`src/rtl/sprm_pkg.sv`:
```
`default_nettype none
// ---------------------------------------------------------------------------
// sprm_pkg: shared types and helpers
// Widths, item codes, queue entry layout and comparison helpers for the
// sparse-table range-maximum unit.
// ---------------------------------------------------------------------------
package sprm_pkg;

    localparam int MAX_LENGTH = 1024;
    localparam int LEVELS     = 11;
    localparam int VALUE_W    = 32;

    localparam int IDX_W      = $clog2(MAX_LENGTH);
    localparam int LEN_W      = $clog2(MAX_LENGTH + 1);
    localparam int LEVEL_W    = $clog2(LEVELS);
    localparam int ADDR_W     = LEVEL_W + IDX_W;
    localparam int DEPTH      = LEVELS * MAX_LENGTH;
    localparam int STATUS_W   = 2;

    localparam logic [STATUS_W-1:0] ST_OK        = 2'd0;
    localparam logic [STATUS_W-1:0] ST_RANGE     = 2'd1;
    localparam logic [STATUS_W-1:0] ST_NOT_BUILT = 2'd2;

    localparam logic REQ_LOAD  = 1'b0;
    localparam logic REQ_QUERY = 1'b1;

    typedef enum logic [1:0] {
        K_LOAD,
        K_LOAD_BAD,
        K_QUERY,
        K_QUERY_BAD
    } kind_t;

    typedef struct packed {
        kind_t                      kind;
        logic                       last;
        logic [LEVEL_W-1:0]         lvl;
        logic [IDX_W-1:0]           left;
        logic [IDX_W-1:0]           second;
        logic signed [VALUE_W-1:0]  value;
    } item_t;

    typedef enum logic [1:0] {
        BK_RUN,
        BK_BUILD,
        BK_GAP
    } bk_state_t;

    function automatic logic [LEVEL_W-1:0] floor_log2(input logic [LEN_W-1:0] x);
        logic [LEVEL_W-1:0] k;
        k = '0;
        for (int b = 1; b < LEN_W; b++)
        begin
            if (x[b])
            begin
                k = LEVEL_W'(b);
            end
        end
        if (k > LEVEL_W'(LEVELS - 1))
        begin
            k = LEVEL_W'(LEVELS - 1);
        end
        return k;
    endfunction

    function automatic logic signed [VALUE_W-1:0] smax(input logic signed [VALUE_W-1:0] a,
                                                       input logic signed [VALUE_W-1:0] b);
        return (a >= b) ? a : b;
    endfunction

endpackage
`default_nettype wire

```
`src/rtl/sprm_queue.sv`:
```
`default_nettype none
// ---------------------------------------------------------------------------
// sprm_queue: two-entry item queue
// Decouples the classifier from the table engine.
// ---------------------------------------------------------------------------
module sprm_queue
    import sprm_pkg::*;
(
    input  wire logic  clk,
    input  wire logic  rst_n,
    input  wire logic  push,
    input  wire item_t push_item,
    input  wire logic  pop,
    output item_t      pop_item,
    output logic       full,
    output logic       empty
);

    item_t      entry_reg [2];
    logic       wr_ptr_reg;
    logic       rd_ptr_reg;
    logic [1:0] count_reg;
    logic [1:0] count_next;

    assign full     = (count_reg == 2'd2);
    assign empty    = (count_reg == 2'd0);
    assign pop_item = entry_reg[rd_ptr_reg];

    always_comb
    begin
        count_next = count_reg;
        if (push && !pop)
        begin
            count_next = count_reg + 2'd1;
        end
        else if (pop && !push)
        begin
            count_next = count_reg - 2'd1;
        end
    end

    always_ff @(posedge clk)
    begin
        if (push)
        begin
            entry_reg[wr_ptr_reg] <= push_item;
        end
    end

    always_ff @(posedge clk or negedge rst_n)
    begin
        if (!rst_n)
        begin
            wr_ptr_reg <= 1'b0;
            rd_ptr_reg <= 1'b0;
            count_reg  <= 2'd0;
        end
        else
        begin
            if (push)
            begin
                wr_ptr_reg <= ~wr_ptr_reg;
            end
            if (pop)
            begin
                rd_ptr_reg <= ~rd_ptr_reg;
            end
            count_reg <= count_next;
        end
    end

endmodule
`default_nettype wire

```
`config.mk`:
```
export PLATFORM = sky130hd
export DESIGN_NAME = sprm_queue
export DESIGN_NICKNAME = d
export VERILOG_FILES = /design/src/rtl/sprm_pkg.sv /design/src/rtl/sprm_queue.sv
export SDC_FILE = /design/constraint.sdc
export NUM_CORES = 1
export LEC_CHECK = 0
export ABC_CLOCK_PERIOD_IN_PS = 4100
export BUFFER_PORTS_ARGS = -buffer_cell sky130_fd_sc_hd__buf_4
export CAP_MARGIN = 40
export CORE_MARGIN = 8
export CORE_UTILIZATION = 52
export CTS_CLUSTER_DIAMETER = 40
export DETAILED_ROUTE_END_ITERATION = 7
export PLACE_DENSITY = 0.77
export SLEW_MARGIN = 20
export SYNTH_ARGS = -nofsm -noshare
export SYNTH_HDL_FRONTEND = slang
export SYNTH_SLANG_ARGS = --single-unit
```
`constraint.sdc`:
```
create_clock -name clk -period 4.1 [get_ports clk]
set_input_delay 0.615 -clock clk [delete_from_list [all_inputs] [get_ports clk]]
set_output_delay 0.615 -clock clk [all_outputs]
set_load 0.02 [all_outputs]
```
==> impl_metrics.csv <==
group,metric,value,unit
worst_setup_path,worstRegToRegCells,2,
global_route,grt_max_degree,34,
final_layout,diodes,0,
final_layout,largest_reg_flops,118,
drt,dr.pass1.iters,4,
logic_synthesis,synth_top_family_by_area,"multiplexers",
global_route,overflow,0,
sta,period_minus_slack,2708,ps
logic_synthesis,avgSynthCellArea,23.74,µm²
logic_synthesis,syn_inst,200,
drt,dr_total_vias,2257,
sta,skew,7.847,ps
placed_design,place_area,0.005753,mm²
global_route,track_usage,13.27,%
drt,via_per_inst,4.854,
worst_setup_path,crit_fanout,32,
sta,setup_ws,1392,ps
cts,postCtsSetupBuffers,0,
sta,maxSlewViolCount,0,
logic_synthesis,syn-num-nets,264,
logic_synthesis,synth.area.mux_share,18.66,%
sta,hold_slack,304.6,ps
sta,hold_viol_final,0,
final_layout,final_layout_size_suffix_gt1_share,61.58,%
power_and_ir_drop,p_total,4.814,mW
cts,cts-htree-levels,4,
global_route,antenna_found_initial,0,
worst_hold_path,worstHoldPathCells,2,
global_route,grt_pass1_vias,2536,
run_status,status,"complete, no violations",
logic_synthesis,synth_area,0.004747,mm²
worst_setup_path,crit_type,"reg -> out",
logic_synthesis,yosys.area_share.simple,0.5535,%
placed_design,placed_cells,431,
sta,rsz0062_at_grt,"false",
sta,finalSetupTns,0,ps
cts,path_clk_slew,50,ps
cts,cts_root_buf,"clkbuf_8",
worst_setup_path,worstPathRequired,3480,ps
sta,fmax,369.3,MHz
logic_synthesis,synth_xor_area_share,0.9225,%
sta,fin_crit_sh,66.04,%
logic_synthesis,yosysUniqueCellTypes,12,
cts,clkLatencyLatePin,480,ps
sta,finalSetupViolations,0,
cts,cts_buffers,17,
final_layout,area_growth,33.92,%
cts,cts_sinks,122,
worst_setup_path,r2r_slack,2340,ps
logic_synthesis,synth_seq_cells,122,
drt,drt_wl_total,8242,µm
placed_design,finalWeightedCongestion,0.6394,
flow_run,max-cap-violations,0,
logic_synthesis,synth_adder_area_share,0.2636,%
drt,drt.antenna.violating_nets,0,
sta,tightestPinTransition,642.8,ps
placed_design,pre_cts_ws,1850,ps
final_layout,fillCellCount,578,
floorplanning,die-area,0.01244,mm²
floorplanning,die_y,111.5,µm
logic_synthesis,synth-compound-area-share,0,%
power_and_ir_drop,ir_worst_vdd,0.5912,mV
floorplanning,rows,35,
final_layout,final_cells,465,
floorplanning,start_util,52.37,%
worst_setup_path,end_kind,"primary output",
cts,cts_buffer_depth,2,
power_and_ir_drop,p_leak,2.597,nW
logic_synthesis,ys_seq_area_share,76.75,%
floorplanning,coreArea,0.009065,mm²
final_layout,final_common_cell,"buf_4",
drt,drt-wirelength-per-cell,17.72,µm
sta,relSlewSlack,57.14,%
final_layout,nets,405,
global_route,grt_pass1_wl,12820,µm
final_layout,final_util,70.13,%
final_layout,layout_common_cells,"buf_4, edfxtp_1, mux2_4",
worst_setup_path,crit_path_start_kind,"flip-flop",
floorplanning,fp.dieW,111.5,µm
worst_hold_path,hold_class,"in -> reg",
power_and_ir_drop,pwr_density_cell,757.2,mW/mm²
final_layout,stdcell_area,0.006357,mm²
drt,drc,0,
cts,cts_tree,"done",
logic_synthesis,yosysWarnings,0,
placed_design,portBuffers,123,
placed_design,dp_hpwl,5659,µm
drt,drt_iter0_drc,58,
worst_setup_path,crit_arrival,2090,ps
floorplanning,pin_count,124,
==> power breakdown <==
part | leakage (nW) | switching (mW) | internal (mW) | total (mW)
clock network | 0.273 | 0.498 | 0.919 | 1.42
registers | 1.15 | 0.149 | 1.66 | 1.81
logic | 1.17 | 0.753 | 0.834 | 1.59
==> path summary, 6_finish.rpt <==
check	endpoint	start
worst max-delay path	pop_item[25]	rd_ptr_reg$_DFFE_PN0P_
worst min-delay path	rd_ptr_reg$_DFFE_PN0P_	pop
worst max register to register	entry_reg[1][13]$_DFFE_PP_	wr_ptr_reg$_DFFE_PN0P_
worst min register to register	count_reg[1]$_DFFE_PN0P_	count_reg[1]$_DFFE_PN0P_
max in group asynchronous	rd_ptr_reg$_DFFE_PN0P_	rst_n
min in group asynchronous	count_reg[0]$_DFFE_PN0P_	rst_n
==> routing by layer <==
layer	track usage [%]	routed length (µm)	part of all wire, %
met1	14.88	3405	41
met2	21.62	4155	50
met3	6.277	646	7.8
met4	4.923	34	0.41
met5	0	0	0
==> cells in the mapped netlist <==
library cell / number / area share, %
buf_6: 1 / 0.24
nor2_1: 2 / 0.16
nor2b_1: 2 / 0.26
xor2_1: 4 / 0.74
xnor2_1: 1 / 0.18
dfrtp_1: 4 / 2.1
buf_12: 6 / 2.5
ha_1: 1 / 0.26
and2_1: 1 / 0.13
edfxtp_1: 118 / 75
inv_1: 1 / 0.079
mux2_4: 59 / 19
==> cell type report <==
| cell class | instances | area, µm² | share of cell area [%] |
|---|---|---|---|
| clock buffer | 19 | 421.7 | 6.633 |
| clock inverter | 13 | 152.6 | 2.401 |
| inverter | 1 | 3.754 | 0.05904 |
| multi-input combinational | 70 | 977.2 | 15.37 |
| sequential | 122 | 3647 | 57.37 |
| tap | 111 | 138.9 | 2.185 |
| timing repair buffer | 129 | 1016 | 15.98 |
==> logic make-up (layout without fill, tap and decap cells) <==
family | after synthesis | in the layout
multiplexers | 59 | 59
flip-flops | 122 | 122
adder cells (fa/ha/maj) | 1 | 1
XOR/XNOR | 5 | 5
AND/OR/NAND/NOR | 5 | 5
buffers and inverters | 8 | 162
==> worst max-delay path, cell delays in order (launching register included) <==
cell and delay [ps]:
dfrtp_4 790, buf_16 310, mux2_4 330, buf_4 160
==> what timing repair did <==
action,in CTS,in global routing
hold buffers,1,0
hold endpoints to repair,4,0
resized for setup,0,0
Note: power is estimated with default switching activity, not from simulation.
