$ cat config.mk
export PLATFORM = sky130hd
export DESIGN_NAME = sprm_front
export DESIGN_NICKNAME = d
export VERILOG_FILES = /design/src/rtl/sprm_pkg.sv /design/src/rtl/sprm_front.sv
export SDC_FILE = /design/constraint.sdc
export NUM_CORES = 1
export LEC_CHECK = 0
export CORE_MARGIN = 3
export CORE_UTILIZATION = 30
export DETAILED_ROUTE_END_ITERATION = 16
export DONT_BUFFER_PORTS = 1
export PLACE_DENSITY = 0.5
export SLEW_MARGIN = 20
export SYNTH_ARGS = -nofsm -noshare
export SYNTH_HDL_FRONTEND = slang
export SYNTH_SLANG_ARGS = --single-unit
$ cat constraint.sdc
create_clock -name vclk -period 15.6
set_input_delay 1.56 -clock vclk [all_inputs]
set_output_delay 1.56 -clock vclk [all_outputs]
set_load 0.01 [all_outputs]
$ cat src/rtl/sprm_pkg.sv
`default_nettype none
// ---------------------------------------------------------------------------
// sprm_pkg: shared types and helpers
// Widths, item codes, queue entry layout and comparison helpers for the
// sparse-table range-maximum unit.
// ---------------------------------------------------------------------------
package sprm_pkg;

    localparam int MAX_LENGTH = 1024;
    localparam int LEVELS     = 11;
    localparam int VALUE_W    = 32;

    localparam int IDX_W      = $clog2(MAX_LENGTH);
    localparam int LEN_W      = $clog2(MAX_LENGTH + 1);
    localparam int LEVEL_W    = $clog2(LEVELS);
    localparam int ADDR_W     = LEVEL_W + IDX_W;
    localparam int DEPTH      = LEVELS * MAX_LENGTH;
    localparam int STATUS_W   = 2;

    localparam logic [STATUS_W-1:0] ST_OK        = 2'd0;
    localparam logic [STATUS_W-1:0] ST_RANGE     = 2'd1;
    localparam logic [STATUS_W-1:0] ST_NOT_BUILT = 2'd2;

    localparam logic REQ_LOAD  = 1'b0;
    localparam logic REQ_QUERY = 1'b1;

    typedef enum logic [1:0] {
        K_LOAD,
        K_LOAD_BAD,
        K_QUERY,
        K_QUERY_BAD
    } kind_t;

    typedef struct packed {
        kind_t                      kind;
        logic                       last;
        logic [LEVEL_W-1:0]         lvl;
        logic [IDX_W-1:0]           left;
        logic [IDX_W-1:0]           second;
        logic signed [VALUE_W-1:0]  value;
    } item_t;

    typedef enum logic [1:0] {
        BK_RUN,
        BK_BUILD,
        BK_GAP
    } bk_state_t;

    function automatic logic [LEVEL_W-1:0] floor_log2(input logic [LEN_W-1:0] x);
        logic [LEVEL_W-1:0] k;
        k = '0;
        for (int b = 1; b < LEN_W; b++)
        begin
            if (x[b])
            begin
                k = LEVEL_W'(b);
            end
        end
        if (k > LEVEL_W'(LEVELS - 1))
        begin
            k = LEVEL_W'(LEVELS - 1);
        end
        return k;
    endfunction

    function automatic logic signed [VALUE_W-1:0] smax(input logic signed [VALUE_W-1:0] a,
                                                       input logic signed [VALUE_W-1:0] b);
        return (a >= b) ? a : b;
    endfunction

endpackage
`default_nettype wire

$ cat src/rtl/sprm_front.sv
`default_nettype none
// ---------------------------------------------------------------------------
// sprm_front: request classifier
// Checks load positions and query ranges and works out the window level
// and second window start for each query.
// ---------------------------------------------------------------------------
module sprm_front
    import sprm_pkg::*;
(
    input  wire logic                      start,
    input  wire logic                      full,
    input  wire logic                      req_type,
    input  wire logic [IDX_W-1:0]          left_index,
    input  wire logic [IDX_W-1:0]          right_index,
    input  wire logic signed [VALUE_W-1:0] value,
    input  wire logic [LEN_W-1:0]          n,
    output logic                           push,
    output item_t                          push_item
);

    logic [LEN_W-1:0]   left_ext;
    logic [LEN_W-1:0]   right_ext;
    logic [LEN_W-1:0]   len;
    logic [LEVEL_W-1:0] k;
    logic [LEN_W-1:0]   second;

    assign left_ext  = LEN_W'(left_index);
    assign right_ext = LEN_W'(right_index);
    assign len       = right_ext - left_ext + LEN_W'(1);
    assign k         = floor_log2(len);
    assign second    = right_ext + LEN_W'(1) - (LEN_W'(1) << k);
    assign push      = start && !full;

    always_comb
    begin
        push_item        = '0;
        push_item.lvl    = k;
        push_item.left   = left_index;
        push_item.second = second[IDX_W-1:0];
        push_item.value  = value;
        push_item.last   = (left_ext == n - LEN_W'(1));
        if (req_type == REQ_LOAD)
        begin
            push_item.kind = (left_ext >= n) ? K_LOAD_BAD : K_LOAD;
        end
        else
        begin
            push_item.kind = (left_index > right_index || right_ext >= n) ? K_QUERY_BAD
                                                                          : K_QUERY;
        end
    end

endmodule
`default_nettype wire

==> results.cfg, run 1 <==
[sta]
min_period_over_period = 0.499
finalSetupTns_ns = 0
max_freq_ghz = 0.128
holdWs_ns = 3.12
finalMaxSlewViolations = 0
max_slew_margin = 0.656
rsz0062_at_grt = false
hold_viol = 0
final.min_clock_period_ns = 7.79
setup_viol = 0
worst_pin_slew_ns = 0.511

[worst_setup_path]
cp_slowest_cell = or3_1
worstPathCellList = inv_1, ha_1, inv_1, ha_1, fa_1, nand3_1, a21oi_1, mux2i_1, nand2_1, or3_1, nor4_1, ha_1, inv_1, ha_1, inv_1, fa_1, nor2b_1, o21ai_0, a21boi_0, o21ai_0, a21oi_1, xnor2_1, xnor2_1
crit_type = primary input to output port
critPathLaunchType = primary input
max_stage_delay_ns = 0.57
arrival_ns = 6.23
cp-end-kind = output port
crit_path_max_fanout = 6
worstPathRequired_ns = 14.04

[power_and_ir_drop]
power.share.clock = 0
p_per_area_nw_per_um2 = 49.7
irDropWorstVdd_v = 0.0000133
design_power_total_mw = 0.119
switching_share = 0.565
p_leak_nw = 1.16
p_switching_mw = 0.0674
pwr-share-seq = 0
p_int_mw = 0.0518
p_comb_frac = 1.000

[global_route]
grt_pass1_vias = 2011
grt_pass1_wl_microns = 9940
grt.overflow.total = 0
grt_start_max_net_pins = 9
antenna_found_initial = 0
grt.total_usage = 0.119

[drt]
ant_nets = 0
drt_first_iter_violations = 82
drc_errors = 0
routedWlPerCell_microns = 14.6
first_pass_iters = 4
via_count = 2042
routed_wl_microns = 5850
vias_per_cell = 5.11

[layout]
drive_gt1_frac = 0.0373
final_cell_area_sq_um = 2400
seq_cells = 0
n_clock_buffer = 0
register_area_sq_um = 0
final_nets = 432
num-fill-cells = 896
layout.cells.non_filler = 400
area_growth_pct = -7.57
antenna_cells = 0

[min_path]
whs_path_depth = 0
hold_path.startpoint = value[12]
min_to = push_item[12]
hold_class = primary input to output port

[yosys]
synth_top_area_cell = ha_1
syn_inst = 339
synth_most_common_cell = ha_1
yosysSeqAreaShare = 0
avgSynthCellArea_sq_um = 7.66
ys.warnings.count = 0
synth_top_area_share = 0.323
synth_fp_nets = 474
mappedNetlistArea_sq_um = 2600
synthDistinctLibCells = 47
netlist_top_cells_area = ha_1, buf_4, xnor2_1
synthTopCellsByCount = ha_1, buf_4, inv_1

[floorplanning]
die_area_sq_um = 9810
pin_count = 126
fp.dieH_microns = 99.0
dieWidth_microns = 99.0
fp-row-count = 33
initial_core_util = 0.313
core_sq_um = 8300

[cts]
postCtsSetupBuffers = 0
cts_resized = 0
hold_buffers = 0

[placement]
place_congestion = 0.776
hpwl_microns = 5250
dp.cells = 400
io_buffers = 0
place_area_sq_um = 2400

[run]
cap_viol_max_count = 0

[status]
status = finished clean
==> power by group through the flow <==
stage | logic (mW) | clock network [mW] | registers [mW]
2_1_floorplan | 0.113 | 0 | 0
4_1_cts | 0.120 | 0 | 0
3_5_place_dp | 0.119 | 0 | 0
3_3_place_gp | 0.119 | 0 | 0
6_report | 0.119 | 0 | 0
5_1_grt | 0.135 | 0 | 0
==> through the flow <==
step / util / setup slack [ns]
6_report: 0.289 / 7.81
5_1_grt: 0.289 / 7.39
4_1_cts: 0.289 / 7.76
3_5_place_dp: 0.289 / 7.76
3_3_place_gp: 0.289 / 7.88
2_1_floorplan: - / 8.34
==> worst max path at each step <==
stage	cells after the start	start	slack, ns	to
2_1_floorplan	24	right_index[1]	8.34	push_item[41]
3_3_place_gp	23	right_index[1]	7.88	push_item[41]
3_5_place_dp	23	right_index[1]	7.76	push_item[41]
4_1_cts	23	right_index[1]	7.76	push_item[41]
5_1_grt	23	right_index[1]	7.39	push_item[41]
6_report	23	right_index[1]	7.81	push_item[41]
==> critical path: cells and delay by family <==
family / cells / cell delay, ns
AOI/OAI and AO/OA: 5 / 0.79
xor gates and xnor gates: 2 / 0.37
adders and majority gates: 6 / 1.81
buffers and inverters: 4 / 0.21
muxes: 1 / 0.15
and+or+nand+nor: 5 / 1.33
==> per-layer routing <==
layer	part of all wire	up-vias	track usage
li1	-	1059	-
met1	0.43	911	0.155
met2	0.48	70	0.208
met3	0.083	2	0.0290
met4	0.0053	0	0.00735
met5	0	-	0
==> final cells by class <==
| class | instances | area (sq um) | share of cell area |
|---|---|---|---|
| tap | 105 | 131 | 0.0547 |
| multi-input combinational | 253 | 2110 | 0.880 |
| inverter | 42 | 158 | 0.0657 |
==> kinds of logic (layout without fill, tap and decap cells) <==
logic type / after synthesis / count (layout) / synth area share
simple gates: 78 / 78 / 0.168
mux: 1 / 1 / 0.00386
fa+ha+maj: 69 / 69 / 0.338
compound gates: 77 / 77 / 0.208
xor+xnor: 28 / 28 / 0.0945
buf+inv: 86 / 42 / 0.187
==> placed cells by master (no fill, tap or decap), drive strengths merged, types with 7 or more instances in the layout <==
cell | synthesis | routed
a21o | 11 | 11
a21oi | 22 | 22
ha | 67 | 67
inv | 42 | 42
nand2 | 10 | 10
nand2b | 7 | 7
nand3 | 7 | 7
nor2 | 14 | 14
nor3 | 10 | 10
o21ai | 14 | 14
xnor2 | 20 | 20
xor2 | 8 | 8
(Power assumes the default switching activity.)
==> run 2: changes to the inputs <==
--- a/config.mk
+++ b/config.mk
@@ -9,7 +9,7 @@
 export CORE_UTILIZATION = 30
 export DETAILED_ROUTE_END_ITERATION = 16
 export DONT_BUFFER_PORTS = 1
-export PLACE_DENSITY = 0.5
+export PLACE_DENSITY = 0.51
 export SLEW_MARGIN = 20
 export SYNTH_ARGS = -nofsm -noshare
 export SYNTH_HDL_FRONTEND = slang
==> constraint.sdc (replaced) <==
create_clock -name vclk -period 6.74
set_input_delay 0.674 -clock vclk [all_inputs]
set_output_delay 0.674 -clock vclk [all_outputs]
set_load 0.01 [all_outputs]
==> results.cfg, run 2 (synthesis gave the netlist of run 1 again) <==
[sta]
min_period_over_period = 0.885
max_freq_ghz = 0.168
finalMaxSlewViolations = 0
hold_viol = 0
finalSetupTns_ns = 0
setup_viol = 0
max_slew_margin = 0.656
worst_pin_slew_ns = 0.511
final.min_clock_period_ns = 5.97
rsz0062_at_grt = false

[worst_setup_path]
crit_path_max_fanout = 6
max_stage_delay_ns = 0.57
worstPathCellList = inv_1, ha_1, inv_1, ha_1, fa_1, nand3_1, a21oi_1, mux2i_1, nand2_1, or3_1, nor4_1, ha_1, inv_1, ha_1, inv_1, fa_1, nor2b_1, o21ai_0, a21boi_0, o21ai_0, a21oi_1, xnor2_1, xnor2_1
cp_slowest_cell = or3_1
crit_path_end = push_item[41]
worstPathRequired_ns = 6.07
cp-end-kind = output port
arrival_ns = 5.29
critPathLaunchType = primary input
worstSetupStartpoint = right_index[1]
crit_type = primary input to output port

[placement]
place_area_sq_um = 2400
dp.cells = 400
io_buffers = 0
hpwl_microns = 5220
place_congestion = 0.769

[status]
status = finished clean

[drt]
drc_errors = 0
routed_wl_microns = 5860
ant_nets = 0
vias_per_cell = 5.13
drt_first_iter_violations = 78
via_count = 2053
routedWlPerCell_microns = 14.6
first_pass_iters = 4

[global_route]
grt_start_max_net_pins = 9
grt.overflow.total = 0
grt.total_usage = 0.117
antenna_found_initial = 0
grt_pass1_vias = 1984
grt_pass1_wl_microns = 9700

[layout]
drive_gt1_frac = 0.0373
final_cell_area_sq_um = 2400
layout_common_cells = ha_1, inv_1, a21oi_1, xnor2_1
register_area_sq_um = 0
n_clock_buffer = 0
final_nets = 432
num-fill-cells = 891
area_growth_pct = -7.57
seq_cells = 0
multiInputGateArea_sq_um = 2110
layout_commonest_cell = ha_1
layout.cells.non_filler = 400
antenna_cells = 0

[cts]
cts_resized = 0
hold_buffers = 0
postCtsSetupBuffers = 0

[floorplanning]
fp.dieH_microns = 99.0
die_area_sq_um = 9810
core_sq_um = 8300
fp-row-count = 33
dieWidth_microns = 99.0
pin_count = 126
initial_core_util = 0.313

[power_and_ir_drop]
p_leak_nw = 1.16
p_per_area_nw_per_um2 = 115
irDropWorstVdd_v = 0.0000314

[run]
cap_viol_max_count = 0

[min_path]
hold_class = primary input to output port
run 2: cell counts in the layout (fill, tap and decap cells not counted):
No cell type changed its count.
run 2: worst max-delay path: cells and delay by family:
kind,cells,cell delay [ns]
adder cells (fa/ha/maj),6,1.80
AND/OR/NAND/NOR,5,1.32
AO/OA/AOI/OAI,5,0.79
XOR/XNOR,2,0.37
buffers and inverters,4,0.21
multiplexers,1,0.16
run 2: worst min-delay path by stage:
stage / end / depth (start not counted) / startpoint
2_1_floorplan: push / 1 / full
3_3_place_gp: push_item[0] / 0 / value[0]
3_5_place_dp: push_item[0] / 0 / value[0]
4_1_cts: push_item[0] / 0 / value[0]
5_1_grt: push_item[3] / 0 / value[3]
6_report: push_item[11] / 0 / value[11]
run 2: layer usage:
| layer | part of all wire | track usage | routed length, microns | up-vias |
|---|---|---|---|---|
| li1 | - | - | - | 1054 |
| met1 | 0.45 | 0.151 | 2610 | 948 |
| met2 | 0.48 | 0.203 | 2790 | 43 |
| met3 | 0.065 | 0.0241 | 379 | 8 |
| met4 | 0.013 | 0.0158 | 78 | 0 |
| met5 | 0 | 0 | 0 | - |
run 2: layout make-up:
cell class	instances	share of cell area
well taps	105	0.0547
inverters	42	0.0657
multi-input cells	253	0.880
run 2: power breakdown:
group          switching (mW)  internal, mW
clock network               0             0
logic                   0.157         0.120
registers                   0             0
total                   0.157         0.120
run 2: metrics by stage:
| stage | power [mW] | hold slack, ns | utilization | setup slack, ns |
|---|---|---|---|---|
| 4_1_cts | 0.280 | 1.35 | 0.289 | 0.692 |
| 5_1_grt | 0.312 | 1.35 | 0.289 | 0.317 |
| 2_1_floorplan | 0.260 | 1.39 | - | 1.26 |
| 6_report | 0.277 | 1.35 | 0.289 | 0.774 |
| 3_5_place_dp | 0.278 | 1.35 | 0.289 | 0.695 |
| 3_3_place_gp | 0.275 | 1.35 | 0.289 | 0.800 |
==> run 3: changes to the inputs <==
==> constraint.sdc (replaced) <==
create_clock -name vclk -period 6.74
set_input_delay 1.011 -clock vclk [all_inputs]
set_output_delay 1.011 -clock vclk [all_outputs]
set_load 0.01 [all_outputs]
==> results.cfg, run 3 (synthesis gave the netlist of run 1 again) <==
[status]
status = finished clean

[sta]
hold_viol = 0
max_freq_ghz = 0.158
rsz0062_at_grt = false
worst_pin_slew_ns = 0.531
min_period_over_period = 0.941
finalMaxSlewViolations = 0
holdWs_ns = 2.02
max_slew_margin = 0.643
final.min_clock_period_ns = 6.34
finalSetupTns_ns = 0
setup_viol = 0

[drt]
drt_first_iter_violations = 77
drc_errors = 0
first_pass_iters = 4
routed_wl_microns = 5750
vias_per_cell = 4.98
ant_nets = 0
routedWlPerCell_microns = 14.2
via_count = 2016

[power_and_ir_drop]
switching_share = 0.542
irDropWorstVdd_v = 0.0000401
pwr-share-seq = 0
p_comb_frac = 1.000
p_int_mw = 0.135
power.share.clock = 0
p_switching_mw = 0.160
p_leak_nw = 1.18
p_per_area_nw_per_um2 = 119

[layout]
antenna_cells = 0
final_cell_area_sq_um = 2470
layout_common_cells = ha_1, inv_1, xnor2_1
n_clock_buffer = 0
multiInputGateArea_sq_um = 2140
final_nets = 437
layout.cells.non_filler = 405
num-fill-cells = 876
area_growth_pct = -5.01
drive_gt1_frac = 0.0700
layout_commonest_cell = ha_1
seq_cells = 0
register_area_sq_um = 0

[placement]
dp.cells = 403
hpwl_microns = 5090
io_buffers = 0
place_area_sq_um = 2420
place_congestion = 0.819

[worst_setup_path]
arrival_ns = 5.33
cp-end-kind = output port
worstPathRequired_ns = 5.73
crit_type = primary input to output port
crit_path_max_fanout = 5
critPathLaunchType = primary input

[global_route]
grt_start_max_net_pins = 9
antenna_found_initial = 0
grt.total_usage = 0.114
grt_pass1_wl_microns = 9540
grt.overflow.total = 0
grt_pass1_vias = 1939

[floorplanning]
fp.dieH_microns = 99.0
initial_core_util = 0.313
fp-row-count = 33
core_sq_um = 8300
dieWidth_microns = 99.0
pin_count = 126
die_area_sq_um = 9810

[run]
cap_viol_max_count = 0

[min_path]
hold_class = primary input to output port
-- run 3: changes by cell type in the layout (fill, tap and decap cells not counted), sizes merged --
cell,delta
buf,+5
-- run 3: area by class of cell --
class	instances	area share
well taps	105	0.0533
inverters	42	0.0639
multi-input cells	253	0.868
repair buffers	5	0.0152
-- run 3: final timing paths --
path      startpoint            end  slack [ns]  depth (start not counted)
max   right_index[1]  push_item[41]        0.40                         23
min        value[11]  push_item[11]        2.02                          0
-- run 3: critical path: stages --
cell and delay [ns]:
inv_1 0.08, ha_4 0.29, inv_1 0.04, ha_1 0.21
fa_2 0.38, nand3_1 0.12, and2_1 0.14, xnor2_1 0.09
or3_4 0.41, a211oi_4 0.31, a21boi_1 0.14, nand2b_1 0.17
ha_1 0.29, inv_1 0.06, fa_1 0.46, nor2b_1 0.11
o21ai_0 0.11, a21boi_1 0.18, o21ai_0 0.12, a21oi_1 0.19
xnor2_1 0.15, xnor2_1 0.13, buf_4 0.14
-- run 3: timing repair --
action | CTS | global route
hold buffers | 0 | 0
gates resized for setup | 0 | 6
endpoints found under the setup margin | 0 | 2
setup buffers | 0 | 2
-- run 3: through the flow --
step           setup slack, ns   util  power, mW
6_report                 0.398  0.297      0.295
4_1_cts                 0.0902  0.292      0.288
3_3_place_gp             0.161  0.292      0.284
5_1_grt                 0.0516  0.297      0.332
2_1_floorplan            0.581      -      0.260
3_5_place_dp             0.112  0.292      0.286
-- run 3: layer usage --
layer / wire length [microns] / global-route usage
met4: 10 / 0.00525
met5: 0 / 0
met1: 2630 / 0.151
met3: 394 / 0.0262
met2: 2720 / 0.198
-- run 3: power groups by stage --
stage / sequential, mW / clock (mW) / combinational (mW)
2_1_floorplan: 0 / 0 / 0.260
3_3_place_gp: 0 / 0 / 0.284
3_5_place_dp: 0 / 0 / 0.286
4_1_cts: 0 / 0 / 0.288
5_1_grt: 0 / 0 / 0.332
6_report: 0 / 0 / 0.295
